[src/rtl/core/ses_pkg.sv]
// shared types and constants for the sprite evaluation sequencer
package ses_pkg;

	// sprite memory geometry
	localparam int unsigned SLOTS       = 8;
	localparam int unsigned SPRITES     = 64;
	localparam int unsigned SLOT_W      = $clog2(SLOTS);
	localparam int unsigned VISIBLE_END = 240;
	localparam int unsigned LAST_DOT    = 255;
	localparam int unsigned START_DOT   = 63;
	localparam int unsigned CLEAR_END   = 64;

	// field widths
	localparam int unsigned LINE_W   = 9;
	localparam int unsigned DOT_W    = 9;
	localparam int unsigned BYTE_W   = 8;
	localparam int unsigned SEC_W    = 5;
	localparam int unsigned HEIGHT_W = 5;
	localparam int unsigned SCAN_W   = 7;
	localparam int unsigned SLOTC_W  = 4;
	localparam int unsigned CFG_W    = 9;
	localparam int unsigned CFG_IDX_W = 2;

	// register reset values
	localparam logic [HEIGHT_W-1:0] HEIGHT_RST    = HEIGHT_W'(8);
	localparam logic [LINE_W-1:0]   PRERENDER_RST = LINE_W'(261);

	// byte patterns
	localparam logic [BYTE_W-1:0] EMPTY_BYTE = 8'hFF;
	localparam logic [BYTE_W-1:0] ALIGN_MASK = 8'hFC;
	localparam logic [BYTE_W-1:0] BYTE_MASK  = 8'h03;

	// configuration register indexes
	typedef enum logic [CFG_IDX_W-1:0] {
		CFG_RENDER    = 2'd0,
		CFG_HEIGHT    = 2'd1,
		CFG_PRERENDER = 2'd2
	} cfg_idx_t;

	// evaluation phases
	typedef enum logic [3:0] {
		PH_CLEAR    = 4'd0,
		PH_COMPARE  = 4'd1,
		PH_COPY1    = 4'd2,
		PH_COPY2    = 4'd3,
		PH_COPY3    = 4'd4,
		PH_OVF_CMP  = 4'd5,
		PH_OVF1     = 4'd6,
		PH_OVF2     = 4'd7,
		PH_OVF3     = 4'd8,
		PH_DONE     = 4'd9
	} phase_t;

endpackage

[src/rtl/core/ses_dot_if.sv]
// valid/ready channel carrying one dot item
interface ses_dot_if;
	logic                          valid;
	logic                          ready;
	logic [ses_pkg::LINE_W-1:0]    line;
	logic [ses_pkg::DOT_W-1:0]     dot;
	logic [ses_pkg::BYTE_W-1:0]    oam_data;

	modport source (output valid, output line, output dot, output oam_data, input ready);
	modport sink   (input valid, input line, input dot, input oam_data, output ready);
endinterface

[src/rtl/core/ses_result_if.sv]
// valid/ready channel carrying one evaluation result
interface ses_result_if;
	logic                          valid;
	logic                          ready;
	logic [ses_pkg::BYTE_W-1:0]    oam_addr;
	logic                          sec_write;
	logic [ses_pkg::SEC_W-1:0]     sec_index;
	logic [ses_pkg::BYTE_W-1:0]    sec_data;
	logic                          overflow_flag;
	logic [ses_pkg::SLOTS-1:0]     zero_slot_flags;

	modport source (output valid, output oam_addr, output sec_write, output sec_index,
		output sec_data, output overflow_flag, output zero_slot_flags, input ready);
	modport sink   (input valid, input oam_addr, input sec_write, input sec_index,
		input sec_data, input overflow_flag, input zero_slot_flags, output ready);
endinterface

[src/rtl/core/sprite_evaluation_sequencer_unit.sv]
// Sprite evaluation sequencer: takes one dot per transfer and returns one result per dot.
// An item is taken into an input register, evaluated against the sequencer state
// combinationally and loaded into the result register once that register is free, so one dot is
// accepted every cycle when the result side keeps up. The rate is set by the state
// update loop; while a finished result waits, the input register takes at most one
// more dot and then holds the input until the result leaves.
// Configuration may be written only while no dot is in flight.
module sprite_evaluation_sequencer_unit (
	input  logic                              clk,
	input  logic                              arst_n,
	input  logic                              cfg_we,
	input  logic [ses_pkg::CFG_IDX_W-1:0]     cfg_index,
	input  logic [ses_pkg::CFG_W-1:0]         cfg_data,
	ses_dot_if.sink                           dot_item,
	ses_result_if.source                      result
);

	// configuration registers
	logic                              render_q;
	logic [ses_pkg::HEIGHT_W-1:0]      height_q;
	logic [ses_pkg::LINE_W-1:0]        prerender_q;

	// input stage
	logic                              valid_s1;
	logic [ses_pkg::LINE_W-1:0]        line_s1;
	logic [ses_pkg::DOT_W-1:0]         dot_s1;
	logic [ses_pkg::BYTE_W-1:0]        data_s1;

	// sequencer state
	ses_pkg::phase_t                   phase_q, phase_d;
	logic [ses_pkg::BYTE_W-1:0]        mem_addr_q, mem_addr_d;
	logic [ses_pkg::SLOTC_W-1:0]       slot_q, slot_d;
	logic [ses_pkg::SCAN_W-1:0]        scan_q, scan_d;
	logic                              fetch_q, fetch_d;
	logic [ses_pkg::BYTE_W-1:0]        fetched_q, fetched_d;
	logic                              overflow_q, overflow_d;
	logic [ses_pkg::SLOTS-1:0]         zero_q, zero_d;

	// result register
	logic                              out_valid_q;
	logic                              wr_d;
	logic [ses_pkg::SEC_W-1:0]         widx_d;
	logic [ses_pkg::BYTE_W-1:0]        wdat_d;
	logic                              wr_q;
	logic [ses_pkg::SEC_W-1:0]         widx_q;
	logic [ses_pkg::BYTE_W-1:0]        wdat_q;
	logic [ses_pkg::BYTE_W-1:0]        addr_q;

	logic                              advance;
	logic                              in_xfer;
	logic                              pre;
	logic                              active;
	logic                              covers;
	logic [ses_pkg::LINE_W-1:0]        y_ext;
	logic [ses_pkg::LINE_W-1:0]        diff;
	logic [ses_pkg::SLOT_W-1:0]        s;
	logic [ses_pkg::SCAN_W-1:0]        scan_inc;
	logic [ses_pkg::SLOTC_W-1:0]       slot_inc;
	logic [ses_pkg::BYTE_W-1:0]        diag;
	logic [ses_pkg::BYTE_W-1:0]        step8;

	// handshake: the input stage moves on whenever the result register is free
	assign advance        = valid_s1 && (!out_valid_q || result.ready);
	assign dot_item.ready = !valid_s1 || advance;
	assign in_xfer        = dot_item.valid && dot_item.ready;

	// configuration writes
	always_ff @(posedge clk or negedge arst_n) begin
		if (!arst_n) begin
			render_q    <= 1'b0;
			height_q    <= ses_pkg::HEIGHT_RST;
			prerender_q <= ses_pkg::PRERENDER_RST;
		end else if (cfg_we) begin
			case (cfg_index)
				ses_pkg::CFG_RENDER:    render_q    <= cfg_data[0];
				ses_pkg::CFG_HEIGHT:    height_q    <= cfg_data[ses_pkg::HEIGHT_W-1:0];
				ses_pkg::CFG_PRERENDER: prerender_q <= cfg_data[ses_pkg::LINE_W-1:0];
				default: begin
				end
			endcase
		end
	end

	// input register
	always_ff @(posedge clk or negedge arst_n) begin
		if (!arst_n) begin
			valid_s1 <= 1'b0;
		end else if (dot_item.ready) begin
			valid_s1 <= dot_item.valid;
		end
	end

	always_ff @(posedge clk) begin
		if (in_xfer) begin
			line_s1 <= dot_item.line;
			dot_s1  <= dot_item.dot;
			data_s1 <= dot_item.oam_data;
		end
	end

	// sprite y range test against the current line
	assign y_ext  = {1'b0, fetched_q};
	assign diff   = line_s1 - y_ext;
	assign covers = (line_s1 >= y_ext) && (diff < {4'b0, height_q});

	assign pre      = (line_s1 == prerender_q);
	assign active   = render_q && ((line_s1 < ses_pkg::LINE_W'(ses_pkg::VISIBLE_END)) || pre)
		&& (dot_s1 <= ses_pkg::DOT_W'(ses_pkg::LAST_DOT));
	assign s        = slot_q[ses_pkg::SLOT_W-1:0];
	assign scan_inc = scan_q + ses_pkg::SCAN_W'(1);
	assign slot_inc = slot_q + ses_pkg::SLOTC_W'(1);
	// diagonal address step of overflow scan
	assign diag     = ((mem_addr_q + 8'd4) & ses_pkg::ALIGN_MASK)
		+ ((mem_addr_q + 8'd1) & ses_pkg::BYTE_MASK);

	// next state and write for one dot
	always_comb begin
		phase_d    = phase_q;
		mem_addr_d = mem_addr_q;
		slot_d     = slot_q;
		scan_d     = scan_q;
		fetch_d    = fetch_q;
		fetched_d  = fetched_q;
		overflow_d = overflow_q;
		zero_d     = zero_q;
		wr_d       = 1'b0;
		widx_d     = '0;
		wdat_d     = '0;
		step8      = mem_addr_q + 8'd1;

		if (pre && (dot_s1 == '0)) begin
			overflow_d = 1'b0;
		end

		if (active) begin
			if (!dot_s1[0]) begin
				fetched_d = fetch_q ? data_s1 : ses_pkg::EMPTY_BYTE;
			end else begin
				case (phase_q)
					ses_pkg::PH_CLEAR: begin
						if (dot_s1 <= ses_pkg::DOT_W'(ses_pkg::CLEAR_END)) begin
							wr_d   = 1'b1;
							widx_d = {dot_s1[5:3], dot_s1[2:1]};
							wdat_d = ses_pkg::EMPTY_BYTE;
							if (dot_s1[2:1] == 2'b11) begin
								zero_d[dot_s1[5:3]] = 1'b0;
							end
						end
					end
					ses_pkg::PH_COMPARE: begin
						if (!pre) begin
							scan_d = scan_inc;
							if (!covers) begin
								if (scan_inc != ses_pkg::SCAN_W'(ses_pkg::SPRITES)) begin
									mem_addr_d = (scan_inc != 7'd2) ? mem_addr_q + 8'd4 : 8'd8;
								end else begin
									mem_addr_d = '0;
									phase_d    = ses_pkg::PH_DONE;
								end
							end else begin
								mem_addr_d = mem_addr_q + 8'd1;
								phase_d    = ses_pkg::PH_COPY1;
								wr_d       = 1'b1;
								widx_d     = {s, 2'd0};
								wdat_d     = fetched_q;
								zero_d[s]  = (scan_inc == 7'd1);
							end
						end
					end
					ses_pkg::PH_COPY1: begin
						mem_addr_d = mem_addr_q + 8'd1;
						wr_d       = 1'b1;
						widx_d     = {s, 2'd1};
						wdat_d     = fetched_q;
						phase_d    = ses_pkg::PH_COPY2;
					end
					ses_pkg::PH_COPY2: begin
						mem_addr_d = mem_addr_q + 8'd1;
						wr_d       = 1'b1;
						widx_d     = {s, 2'd2};
						wdat_d     = fetched_q;
						phase_d    = ses_pkg::PH_COPY3;
					end
					ses_pkg::PH_COPY3: begin
						wr_d   = 1'b1;
						widx_d = {s, 2'd3};
						wdat_d = fetched_q;
						slot_d = slot_inc;
						if (scan_q != ses_pkg::SCAN_W'(ses_pkg::SPRITES)) begin
							phase_d = (slot_inc != ses_pkg::SLOTC_W'(ses_pkg::SLOTS))
								? ses_pkg::PH_COMPARE : ses_pkg::PH_OVF_CMP;
							mem_addr_d = (scan_q != 7'd2) ? mem_addr_q + 8'd1 : 8'd8;
						end else begin
							mem_addr_d = '0;
							phase_d    = ses_pkg::PH_DONE;
						end
					end
					ses_pkg::PH_OVF_CMP: begin
						if (!pre) begin
							if (!covers) begin
								if (diag <= 8'd5) begin
									phase_d    = ses_pkg::PH_DONE;
									mem_addr_d = diag & ses_pkg::ALIGN_MASK;
								end else begin
									mem_addr_d = diag;
								end
							end else begin
								phase_d    = ses_pkg::PH_OVF1;
								mem_addr_d = mem_addr_q + 8'd1;
								overflow_d = 1'b1;
							end
						end
					end
					ses_pkg::PH_OVF1: begin
						phase_d    = ses_pkg::PH_OVF2;
						mem_addr_d = mem_addr_q + 8'd1;
					end
					ses_pkg::PH_OVF2: begin
						phase_d    = ses_pkg::PH_OVF3;
						mem_addr_d = mem_addr_q + 8'd1;
					end
					ses_pkg::PH_OVF3: begin
						phase_d = ses_pkg::PH_DONE;
						if (step8[1:0] == 2'b11) begin
							step8 = step8 + 8'd1;
						end
						mem_addr_d = step8 & ses_pkg::ALIGN_MASK;
					end
					ses_pkg::PH_DONE: begin
						mem_addr_d = mem_addr_q + 8'd4;
					end
					default: begin
					end
				endcase
			end

			// evaluation start and end of the visible dots
			if (dot_s1 == ses_pkg::DOT_W'(ses_pkg::START_DOT)) begin
				fetch_d = 1'b1;
				phase_d = ses_pkg::PH_COMPARE;
				slot_d  = '0;
				scan_d  = '0;
			end
			if (dot_s1 == ses_pkg::DOT_W'(ses_pkg::LAST_DOT)) begin
				fetch_d    = 1'b0;
				phase_d    = ses_pkg::PH_CLEAR;
				slot_d     = '0;
				mem_addr_d = '0;
				scan_d     = '0;
			end
		end
	end

	// sequencer state register
	always_ff @(posedge clk or negedge arst_n) begin
		if (!arst_n) begin
			phase_q    <= ses_pkg::PH_CLEAR;
			mem_addr_q <= '0;
			slot_q     <= '0;
			scan_q     <= '0;
			fetch_q    <= 1'b0;
			fetched_q  <= '0;
			overflow_q <= 1'b0;
			zero_q     <= '0;
		end else if (advance) begin
			phase_q    <= phase_d;
			mem_addr_q <= mem_addr_d;
			slot_q     <= slot_d;
			scan_q     <= scan_d;
			fetch_q    <= fetch_d;
			fetched_q  <= fetched_d;
			overflow_q <= overflow_d;
			zero_q     <= zero_d;
		end
	end

	// result register
	always_ff @(posedge clk or negedge arst_n) begin
		if (!arst_n) begin
			out_valid_q <= 1'b0;
		end else if (advance) begin
			out_valid_q <= 1'b1;
		end else if (result.ready) begin
			out_valid_q <= 1'b0;
		end
	end

	always_ff @(posedge clk) begin
		if (advance) begin
			wr_q   <= wr_d;
			widx_q <= widx_d;
			wdat_q <= wdat_d;
			addr_q <= mem_addr_d;
		end
	end

	// the flag outputs follow the state register, which loads with the result
	assign result.valid           = out_valid_q;
	assign result.oam_addr        = addr_q;
	assign result.sec_write       = wr_q;
	assign result.sec_index       = widx_q;
	assign result.sec_data        = wdat_q;
	assign result.overflow_flag   = overflow_q;
	assign result.zero_slot_flags = zero_q;

endmodule

[src/flat_wrapper.sv]
// flat-port wrapper written by rule: the top's interface ports become plain ports
module sprite_evaluation_sequencer_unit_flat 
  (clk, arst_n, cfg_we, cfg_index, cfg_data, dot_item_valid, dot_item_line, dot_item_dot, dot_item_oam_data, dot_item_ready, result_valid, result_oam_addr, result_sec_write, result_sec_index, result_sec_data, result_overflow_flag, result_zero_slot_flags, result_ready);
  ses_dot_if dot_item_i ();
  ses_result_if result_i ();
  input  logic clk;
  input  logic arst_n;
  input  logic cfg_we;
  input  logic [ses_pkg::CFG_IDX_W-1:0] cfg_index;
  input  logic [ses_pkg::CFG_W-1:0] cfg_data;
  input wire logic [$bits(dot_item_i.valid)-1:0] dot_item_valid;
  input wire logic [$bits(dot_item_i.line)-1:0] dot_item_line;
  input wire logic [$bits(dot_item_i.dot)-1:0] dot_item_dot;
  input wire logic [$bits(dot_item_i.oam_data)-1:0] dot_item_oam_data;
  output wire logic [$bits(dot_item_i.ready)-1:0] dot_item_ready;
  output wire logic [$bits(result_i.valid)-1:0] result_valid;
  output wire logic [$bits(result_i.oam_addr)-1:0] result_oam_addr;
  output wire logic [$bits(result_i.sec_write)-1:0] result_sec_write;
  output wire logic [$bits(result_i.sec_index)-1:0] result_sec_index;
  output wire logic [$bits(result_i.sec_data)-1:0] result_sec_data;
  output wire logic [$bits(result_i.overflow_flag)-1:0] result_overflow_flag;
  output wire logic [$bits(result_i.zero_slot_flags)-1:0] result_zero_slot_flags;
  input wire logic [$bits(result_i.ready)-1:0] result_ready;
  assign dot_item_i.valid = dot_item_valid;
  assign dot_item_i.line = dot_item_line;
  assign dot_item_i.dot = dot_item_dot;
  assign dot_item_i.oam_data = dot_item_oam_data;
  assign dot_item_ready = dot_item_i.ready;
  assign result_valid = result_i.valid;
  assign result_oam_addr = result_i.oam_addr;
  assign result_sec_write = result_i.sec_write;
  assign result_sec_index = result_i.sec_index;
  assign result_sec_data = result_i.sec_data;
  assign result_overflow_flag = result_i.overflow_flag;
  assign result_zero_slot_flags = result_i.zero_slot_flags;
  assign result_i.ready = result_ready;
  sprite_evaluation_sequencer_unit u_core (.clk(clk), .arst_n(arst_n), .cfg_we(cfg_we), .cfg_index(cfg_index), .cfg_data(cfg_data), .dot_item(dot_item_i), .result(result_i));
endmodule
[config.mk]
export PLATFORM = sky130hd
export DESIGN_NAME = sprite_evaluation_sequencer_unit_flat
export DESIGN_NICKNAME = d
export VERILOG_FILES = /design/src/rtl/core/ses_pkg.sv /design/src/rtl/core/ses_dot_if.sv /design/src/rtl/core/ses_result_if.sv /design/src/rtl/core/sprite_evaluation_sequencer_unit.sv /design/src/flat_wrapper.sv
export SDC_FILE = /design/constraint.sdc
export NUM_CORES = 1
export LEC_CHECK = 0
export ABC_AREA = 1
export BUFFER_PORTS_ARGS = -buffer_cell sky130_fd_sc_hd__buf_2
export CAP_MARGIN = 20
export CORE_MARGIN = 2
export CORE_UTILIZATION = 59
export DETAILED_ROUTE_END_ITERATION = 7
export GPL_ROUTABILITY_DRIVEN = 0
export PLACE_DENSITY = 0.77
export SLEW_MARGIN = 20
export SYNTH_ARGS = -nofsm -noshare
export SYNTH_HDL_FRONTEND = slang
export SYNTH_SLANG_ARGS = --single-unit
export TNS_END_PERCENT = 20
[constraint.sdc]
create_clock -name clk -period 3.45 [get_ports clk]
set_input_delay 0.5175 -clock clk [delete_from_list [all_inputs] [get_ports clk]]
set_output_delay 0.5175 -clock clk [all_outputs]
set_load 0.01 [all_outputs]
==> run metrics, run 1 <==
# Max-Cap Violations 0; EDFF count, synth 48; Top Layer Used met4; Reg-to-Reg Start u_core.line_s1[0]; DR pass1 iterations 6; H-tree levels 3; Yosys top cell by area edfxtp_1; total grt overflow 0; Area growth, synth to finish 11.3%; Setup violations, final 0; Remaining DRCs 0; I/O Pins 75; Critical Path AT 3.52 ns; initial antenna violation count 0; Post-Route WL 16100 um; Final ANT Viol Nets 0; synthesized netlist cell count 844; Finished Cell Area 7320 um2; CTS tree done; CP Capture Type flop; cts hold-fix bufs 0; first-pass GRT wire length 26300 um; DRT met1 WL 7060 um; global router's overall resource usage 28.4%; post-CTS setup buffer count 0; WL met3 1270 um; Num Clock Sinks 106; CP max FO 16; fin crit period 3.21 ns; sequential element share of the synthesized area 44.0%; diode count 0; Vias per Instance 5.64; status completed; vias in the first global route 5537; #FFs+latches synth 106; Port Buffers 74; Final #Nets 992; DR vias 6030; Hold Path Class input port to async pin; largest net degree at the start of global routing 36; area of the core 10800 um2; Die ar. 12000 um2; Post-DP HPWL 12200 um; Die H 110 um; Final Non-Filler Cells 1069; PwrDens 490 nW/um2; drt wl/cell 15.1 um; # rows 38; Post-synth top flop dfrtp_1; met2 routed WL 7430 um; Ys Warns 0; Mean Syn Cell Area 7.80 um2; Synth area leaders edfxtp_1 (22%), dfrtp_1 (21%), nand2_1 (13%); Final Cycle Share 93.1%; die width 110 um; Fmax achieved 0.311 GHz; Worst EP required 3.76 ns; fraction of registers with async set/reset 54.7%; Initial Utilization 60.7%; placed inst area 7120 um2; Worst Clk Skew 0.00974 ns; layout cells sized above 1 13.7%; setup_tns 0 ns; R2R setup slack 0.24 ns; synth cell count leaders nand2_1 (236), inv_1 (132), nand3_1 (79); Post-Place Cells 1053; critical path class flop to flop; Clk pin slew, worst setup/hold paths 0.11 ns; worst skew pair latency 0.41 ns; Worst IR Drop VDD 0.000465 V; top-count cell post-synth nand2_1; RSZ-0062 raised after global routing false; Num CTS Buffers 9; post-synth cell types 48; Rel. slew slack 38.4%; Clock Root Buffer clkbuf_8; Initial DRC Count 627; Leak Pwr 3.53 nW; Final Max Tran Viols 0; Synth top area share 21.9%; Tot Pwr 3.59 mW; kind of start point of the critical path flop; synthesized cell area 6580 um2; filler cell count 899; R2R depth 19; Syn Nets 912; Slew @ Worst Pin 0.923 ns; CTS Buffer Depth 2; RR Endpoint u_core.result.zero_slot_flags[2]; Fin. Hold Viols 0; Post-CTS Resized 0
-- worst max-delay path: stages (launching register included) --
cell	delay, ns
edfxtp_1	0.42
inv_1	0.07
ha_1	0.13
inv_1	0.05
fa_1	0.41
nand2_1	0.08
nand2_1	0.10
nand2_1	0.09
xnor2_1	0.13
ha_1	0.26
nand2_1	0.11
nand2_1	0.06
inv_1	0.10
nand2_4	0.12
nor2_8	0.13
nor2_2	0.06
nor3_4	0.49
nand3b_1	0.15
nand2_1	0.10
inv_1	0.04
-- power by group --
group	internal (mW)	switching (mW)	total (mW)	leakage, nW
Sequential	1.49	0.0942	1.59	1.16
Clock	0.306	0.497	0.803	0.104
Combinational	0.427	0.770	1.20	2.27
-- metrics by stage --
stage | setup slack, ns | hold slack [ns] | util (%)
floorplan | 0.667 | 0.222 | -
global placement | 0.339 | 0.465 | 65.7
detailed placement | 0.214 | 0.470 | 65.7
CTS | 0.186 | 0.102 | 67.5
global route | 0.0224 | 0.135 | 67.5
finish | 0.238 | 0.0865 | 67.5
-- sequential cells by signal, indices dropped and copies added (netlist names), 7 cells and up --
name and flops:
u_core.dot_s1 9, u_core.line_s1 9, u_core.fetched_q 8, u_core.prerender_q 9, u_core.result.oam_addr 8, u_core.mem_addr_q 8
u_core.data_s1 8, u_core.scan_q 7, u_core.result.zero_slot_flags 8, u_core.result.sec_data 8
-- logic make-up after synthesis --
family	count (synthesis)	share of synthesized area [%]
simple gates	421	28.5
buf+inv	148	8.59
compound gates	119	10.5
flops	106	44.0
fa+ha+maj	26	5.06
xor+xnor	20	2.66
mux	4	0.684
-- how the worst max path moves through the flow --
stage / depth (start not counted) / slack (ns) / from / endpoint
3_5_place_dp: 19 / 0.21 / u_core.line_s1[0] / u_core.result.zero_slot_flags[1]
5_1_grt: 19 / 0.02 / u_core.line_s1[0] / u_core.result.zero_slot_flags[7]
4_1_cts: 19 / 0.19 / u_core.line_s1[0] / u_core.result.zero_slot_flags[1]
2_1_floorplan: 21 / 0.67 / u_core.line_s1[0] / u_core.result.zero_slot_flags[5]
3_3_place_gp: 20 / 0.34 / u_core.line_s1[0] / u_core.result.zero_slot_flags[1]
6_report: 19 / 0.24 / u_core.line_s1[0] / u_core.result.zero_slot_flags[2]
-- final cells by class --
type                    instances  area [um2]  share of cell area [%]
repair buffers                 81         423                    5.78
multi-input cells             590        3120                    42.6
well taps                     140         175                    2.39
inverters                     136         510                    6.97
clock buffers                  10         138                    1.88
flip-flops and latches        106        2900                    39.6
clock inverters                 6        60.1                   0.820
-- cells in the final DEF, fill, tap and decap left out, drive strengths merged, types with 6 or more instances in the layout --
master / netlist / layout
ha: 25 / 25
nor3: 12 / 12
dfrtp: 54 / 54
o31ai: 8 / 8
nand3b: 9 / 9
nor2: 54 / 54
xnor2: 6 / 6
o21ai: 61 / 61
clkbuf: 9 / 10
inv: 135 / 141
nand2: 242 / 242
nand4: 16 / 16
edfxtp: 48 / 48
buf: 3 / 81
a21oi: 31 / 31
nand3: 82 / 82
xor2: 14 / 14
-- routing by layer --
metal	global-route usage [%]	vias to the layer above
li1	-	2937
met1	38.2	2776
met2	45.1	282
met3	6.34	35
met4	10.8	0
met5	0	-
No activity file was read; power rests on OpenSTA's default activity.
==> inputs of run 2 (changes only) <==
REMOVE_ABC_BUFFERS = 1   (was not set)
SETUP_SLACK_MARGIN = 0.1   (was not set)
clock period = 3.5 ns   (was 3.45 ns; I/O delays follow)
==> run metrics, run 2 (synthesis gave the netlist of run 1 again) <==
global router's overall resource usage 28.4%; Slew @ Worst Pin 1.01 ns; Final #Nets 994; placed inst area 7130 um2; Final Cycle Share 87.3%; Rel. slew slack 32.6%; most common cell after layout, fill and taps aside nand2_1; layout cells sized above 1 14.0%; CP max FO 9; Finished Cell Area 7370 um2; I/O Pins 75; drt wl/cell 14.9 um; Port Buffers 74; CTS tree done; die width 110 um; Fin. Hold Viols 0; Initial Utilization 60.7%; Final ANT Viol Nets 0; initial antenna violation count 0; Top Registers u_core.dot_s1: 9 flops, u_core.line_s1: 9 flops, u_core.prerender_q: 9 flops; DR pass1 iterations 5; cts hold-fix bufs 0; Die ar. 12000 um2; largest net degree at the start of global routing 31; R2R depth 17; Num Clock Sinks 106; Post-Route WL 15900 um; Critical Path AT 3.30 ns; critical path depth in cells 17; Fmax achieved 0.327 GHz; Clk pin slew, worst setup/hold paths 0.11 ns; cell family with most CP delay adder cells; dpl ws 0.276 ns; Remaining DRCs 0; fin crit period 3.06 ns; Area growth, synth to finish 12.0%; crit-path max cell delay 0.42 ns; status completed; CP Capture Type flop; Worst EP required 3.74 ns; Num CTS Buffers 9; total grt overflow 0; filler cell count 927; CP bufs+invs 2; Final Hold Slack 0.0805 ns; setup ws final 0.445 ns; diode count 0; Initial DRC Count 430; Clock Root Buffer clkbuf_8; PwrDens 483 nW/um2; Vias per Instance 5.59; CTS Buffer Depth 2; Setup violations, final 0; Worst IR Drop VDD 0.000457 V; most frequent cells in the layout nand2_1 (236), inv_1 (132), nand3_1 (79); worst skew pair latency 0.41 ns; Hold Path Class input port to async pin; Final Max Tran Viols 0; Util after Layout 68.0%; most used cell, CP nand2_1; vias in the first global route 5772; first-pass GRT wire length 26400 um; setup_tns 0 ns; slowest CP cell edfxtp_1; area of the core 10800 um2; Die H 110 um; # Max-Cap Violations 0; # rows 38; critical path class flop to flop; Leak Pwr 3.55 nW; RSZ-0062 raised after global routing false; H-tree levels 3; Worst Clk Skew 0.0146 ns; kind of start point of the critical path flop; DR vias 5987; Post-DP HPWL 11900 um; worst-path cell chain inv_1, ha_1, inv_1, fa_1, xor2_1, ha_1, nand2_1, nand2_1, nand2_1, nand2_1, nand2_1, nand3_1, nor2_2, nand2_1, o21bai_2, o21ai_2, a21oi_1
## run 2: area by class of cell
cell class / count / area, um2 / share of cell area, %
Sequential cell: 106 / 2900 / 39.3
Multi-Input combinational cell: 590 / 3120 / 42.4
Tap cell: 140 / 175 / 2.38
Inverter: 136 / 510 / 6.93
Timing Repair Buffer: 83 / 450 / 6.11
Clock inverter: 6 / 83.8 / 1.14
Clock buffer: 10 / 128 / 1.73
## run 2: metal layers
metal  global-route usage [%]  up-vias  part of all wire, %
li1                         -     2940                    -
met2                     45.0      226                   46
met5                        0        -                    0
met4                     13.8        0                  3.2
met1                     36.6     2772                   44
met3                     6.64       49                  6.7
## run 2: final timing paths
kind | start | end | slack [ns]
max | u_core.line_s1[0] | u_core.result.sec_data[5] | 0.44
min reg2reg | u_core.data_s1[2] | u_core.fetched_q[2] | 0.49
max reg2reg | u_core.line_s1[0] | u_core.result.sec_data[5] | 0.44
max in group asynchronous | arst_n | u_core.prerender_q[0] | 2.68
min in group clk | dot_item_line[4] | u_core.line_s1[4] | 0.29
min | arst_n | u_core.prerender_q[7] | 0.08
## run 2: stage by stage
| stage | std cells | power, mW |
|---|---|---|
| 6_report | 1071 | 3.56 |
| 5_1_grt | 1071 | 3.81 |
| 4_1_cts | 1070 | 3.56 |
| 3_5_place_dp | 1054 | 2.74 |
| 3_3_place_gp | 1054 | 2.69 |
| 2_1_floorplan | 832 | 2.44 |
## run 2: power by group
part,leakage (nW),switching [mW],internal [mW]
clock network,0.106,0.471,0.349
registers,1.16,0.0874,1.47
logic,2.28,0.762,0.419
## run 2: what timing repair did
item,CTS,global route
buffers inserted,0,1
endpoints found under the setup margin,0,22
gates resized for setup,0,2
## run 2: worst reg2reg max path, stage by stage, from the launching register on
cell	delay (ns)
edfxtp_1	0.42
inv_1	0.07
ha_1	0.13
inv_1	0.06
fa_1	0.41
xor2_1	0.18
ha_1	0.28
nand2_1	0.07
nand2_1	0.05
nand2_1	0.05
nand2_1	0.05
nand2_1	0.07
nand3_1	0.08
nor2_2	0.23
nand2_1	0.15
o21bai_2	0.22
o21ai_2	0.20
a21oi_1	0.19
==> inputs of run 3 (changes only) <==
CORE_ASPECT_RATIO = 0.7   (was not set)
==> run metrics, run 3 (synthesis gave the netlist of run 1 again) <==
Num CTS Buffers 9; global router's overall resource usage 29.7%; Post-DP HPWL 12500 um; area of the core 10900 um2; Fin. Hold Viols 0; Final Max Tran Viols 0; setup_tns 0 ns; Vias per Instance 5.70; kind of start point of the critical path flop; initial antenna violation count 0; Seq. cell area 2900 um2; Die ar. 12000 um2; Clk pin slew, worst setup/hold paths 0.08 ns; Leak Pwr 3.58 nW; RSZ-0062 raised after global routing true; Post-Place Cells 1066; Combinational Power Share 31.5%; Remaining DRCs 0; Worst Clk Skew 0.0117 ns; most used cell, CP nand2_1; cts hold-fix bufs 0; # rows 32; H-tree levels 3; drt wl/cell 15.7 um; Seq pwr share 40.9%; most common cell after layout, fill and taps aside nand2_1; CP max FO 16; Final Cycle Share 92.0%; status completed; die width 130 um; Final ANT Viol Nets 0; Clock Root Buffer clkbuf_16; worst skew pair latency 0.36 ns; first-pass GRT wire length 28000 um; Area growth, synth to finish 13.3%; crit-path max cell delay 0.47 ns; Post-Route WL 16900 um; largest net degree at the start of global routing 33; PwrDens 514 nW/um2; Slew @ Worst Pin 0.976 ns; DR vias 6169; layout cells sized above 1 13.9%; Initial Utilization 60.2%; critical path class flop to flop; CTS tree done; worst-path cell chain inv_1, ha_1, inv_1, fa_1, ha_1, nand2_1, nand2_1, nand2_1, nand2_1, nand2_1, nand2_1, nand2_1, nand2_1, inv_1, nand2_4, nor2_8, nor2_2, nor3_4, nand3b_1, nand2_1, inv_1; Worst EP required 3.76 ns; filler cell count 934; most frequent cells in the layout nand2_1 (236), inv_1 (131), nand3_1 (79); fin crit period 3.22 ns; vias in the first global route 5671; I/O Pins 75; Fmax achieved 0.311 GHz; CP Capture Type flop; Critical Path AT 3.48 ns; Top Registers u_core.dot_s1: 9 flops, u_core.line_s1: 9 flops, u_core.prerender_q: 9 flops; diode count 0; Multi-input gate area 3120 um2; Worst IR Drop VDD 0.000367 V; Initial DRC Count 663; Net Sw Frac 37.0%; Final #Nets 992; P_int 2.41 mW; total grt overflow 0; clock power share 27.7%; slowest CP cell nor3_4; Num Clock Sinks 106; R2R setup slack 0.28 ns; Die H 92.4 um; Setup violations, final 0; CTS Buffer Depth 2; Rel. slew slack 34.5%; Hold Path Class input port to async pin; switching pwr 1.42 mW; # Max-Cap Violations 0; Port Buffers 74; Final Non-Filler Cells 1082; DR pass1 iterations 7
-- run 3: power by group through the flow --
stage	logic, mW	registers (mW)	clock network (mW)
2_1_floorplan	0.861	1.58	0
3_3_place_gp	1.13	1.58	0
3_5_place_dp	1.17	1.59	0
4_1_cts	1.19	1.56	1.07
5_1_grt	1.37	1.58	1.12
6_report	1.21	1.57	1.06
-- run 3: per-stage QoR --
step	setup WS [ns]	hold WS (ns)	util [%]	cell area [um2]	power, mW
floorplan	0.678	0.229	-	6530	2.44
global placement	0.428	0.449	65.3	7140	2.71
detailed placement	0.259	0.464	65.3	7140	2.76
CTS	0.231	0.233	68.2	7450	3.82
global route	0.0409	0.256	68.2	7460	4.06
finish	0.282	0.202	68.2	7460	3.83
-- run 3: area by class of cell --
| class | instances | area share (%) |
|---|---|---|
| clock buffers | 9 | 3.02 |
| clock inverters | 7 | 1.16 |
| inverters | 136 | 6.85 |
| multi-input cells | 590 | 41.9 |
| flip-flops and latches | 106 | 38.9 |
| well taps | 153 | 2.57 |
| repair buffers | 81 | 5.67 |
-- run 3: what timing repair did --
action / CTS / global route
resized for setup: 0 / 2
endpoints found under the setup margin: 0 / 22
setup buffers: 0 / 0
-- run 3: final timing paths --
kind / endpoint / start / cells after the start
min in group clk: u_core.line_s1[1] / dot_item_line[1] / 1
worst min register to register: u_core.fetched_q[2] / u_core.data_s1[2] / 2
max in group asynchronous: u_core.height_q[3] / arst_n / 2
worst max register to register: u_core.result.zero_slot_flags[3] / u_core.line_s1[0] / 21
worst min-delay path: u_core.fetched_q[5] / arst_n / 1
worst max-delay path: u_core.result.zero_slot_flags[3] / u_core.line_s1[0] / 21
-- run 3: worst max-delay path: cells and delay by family, from the launching register on --
family / cells / cell delay (ns)
adders and majority gates: 3 / 0.87
buffers and inverters: 4 / 0.28
DFF: 1 / 0.42
and+or+nand+nor: 14 / 1.55
-- run 3: metal layers --
layer  global-route usage [%]  wire length [um]  share of wire, %
met1                     44.1              7710                45
met2                     43.5              7210                43
met4                     7.53               259               1.5
met3                     7.63              1760                10
met5                        0                 0                 0
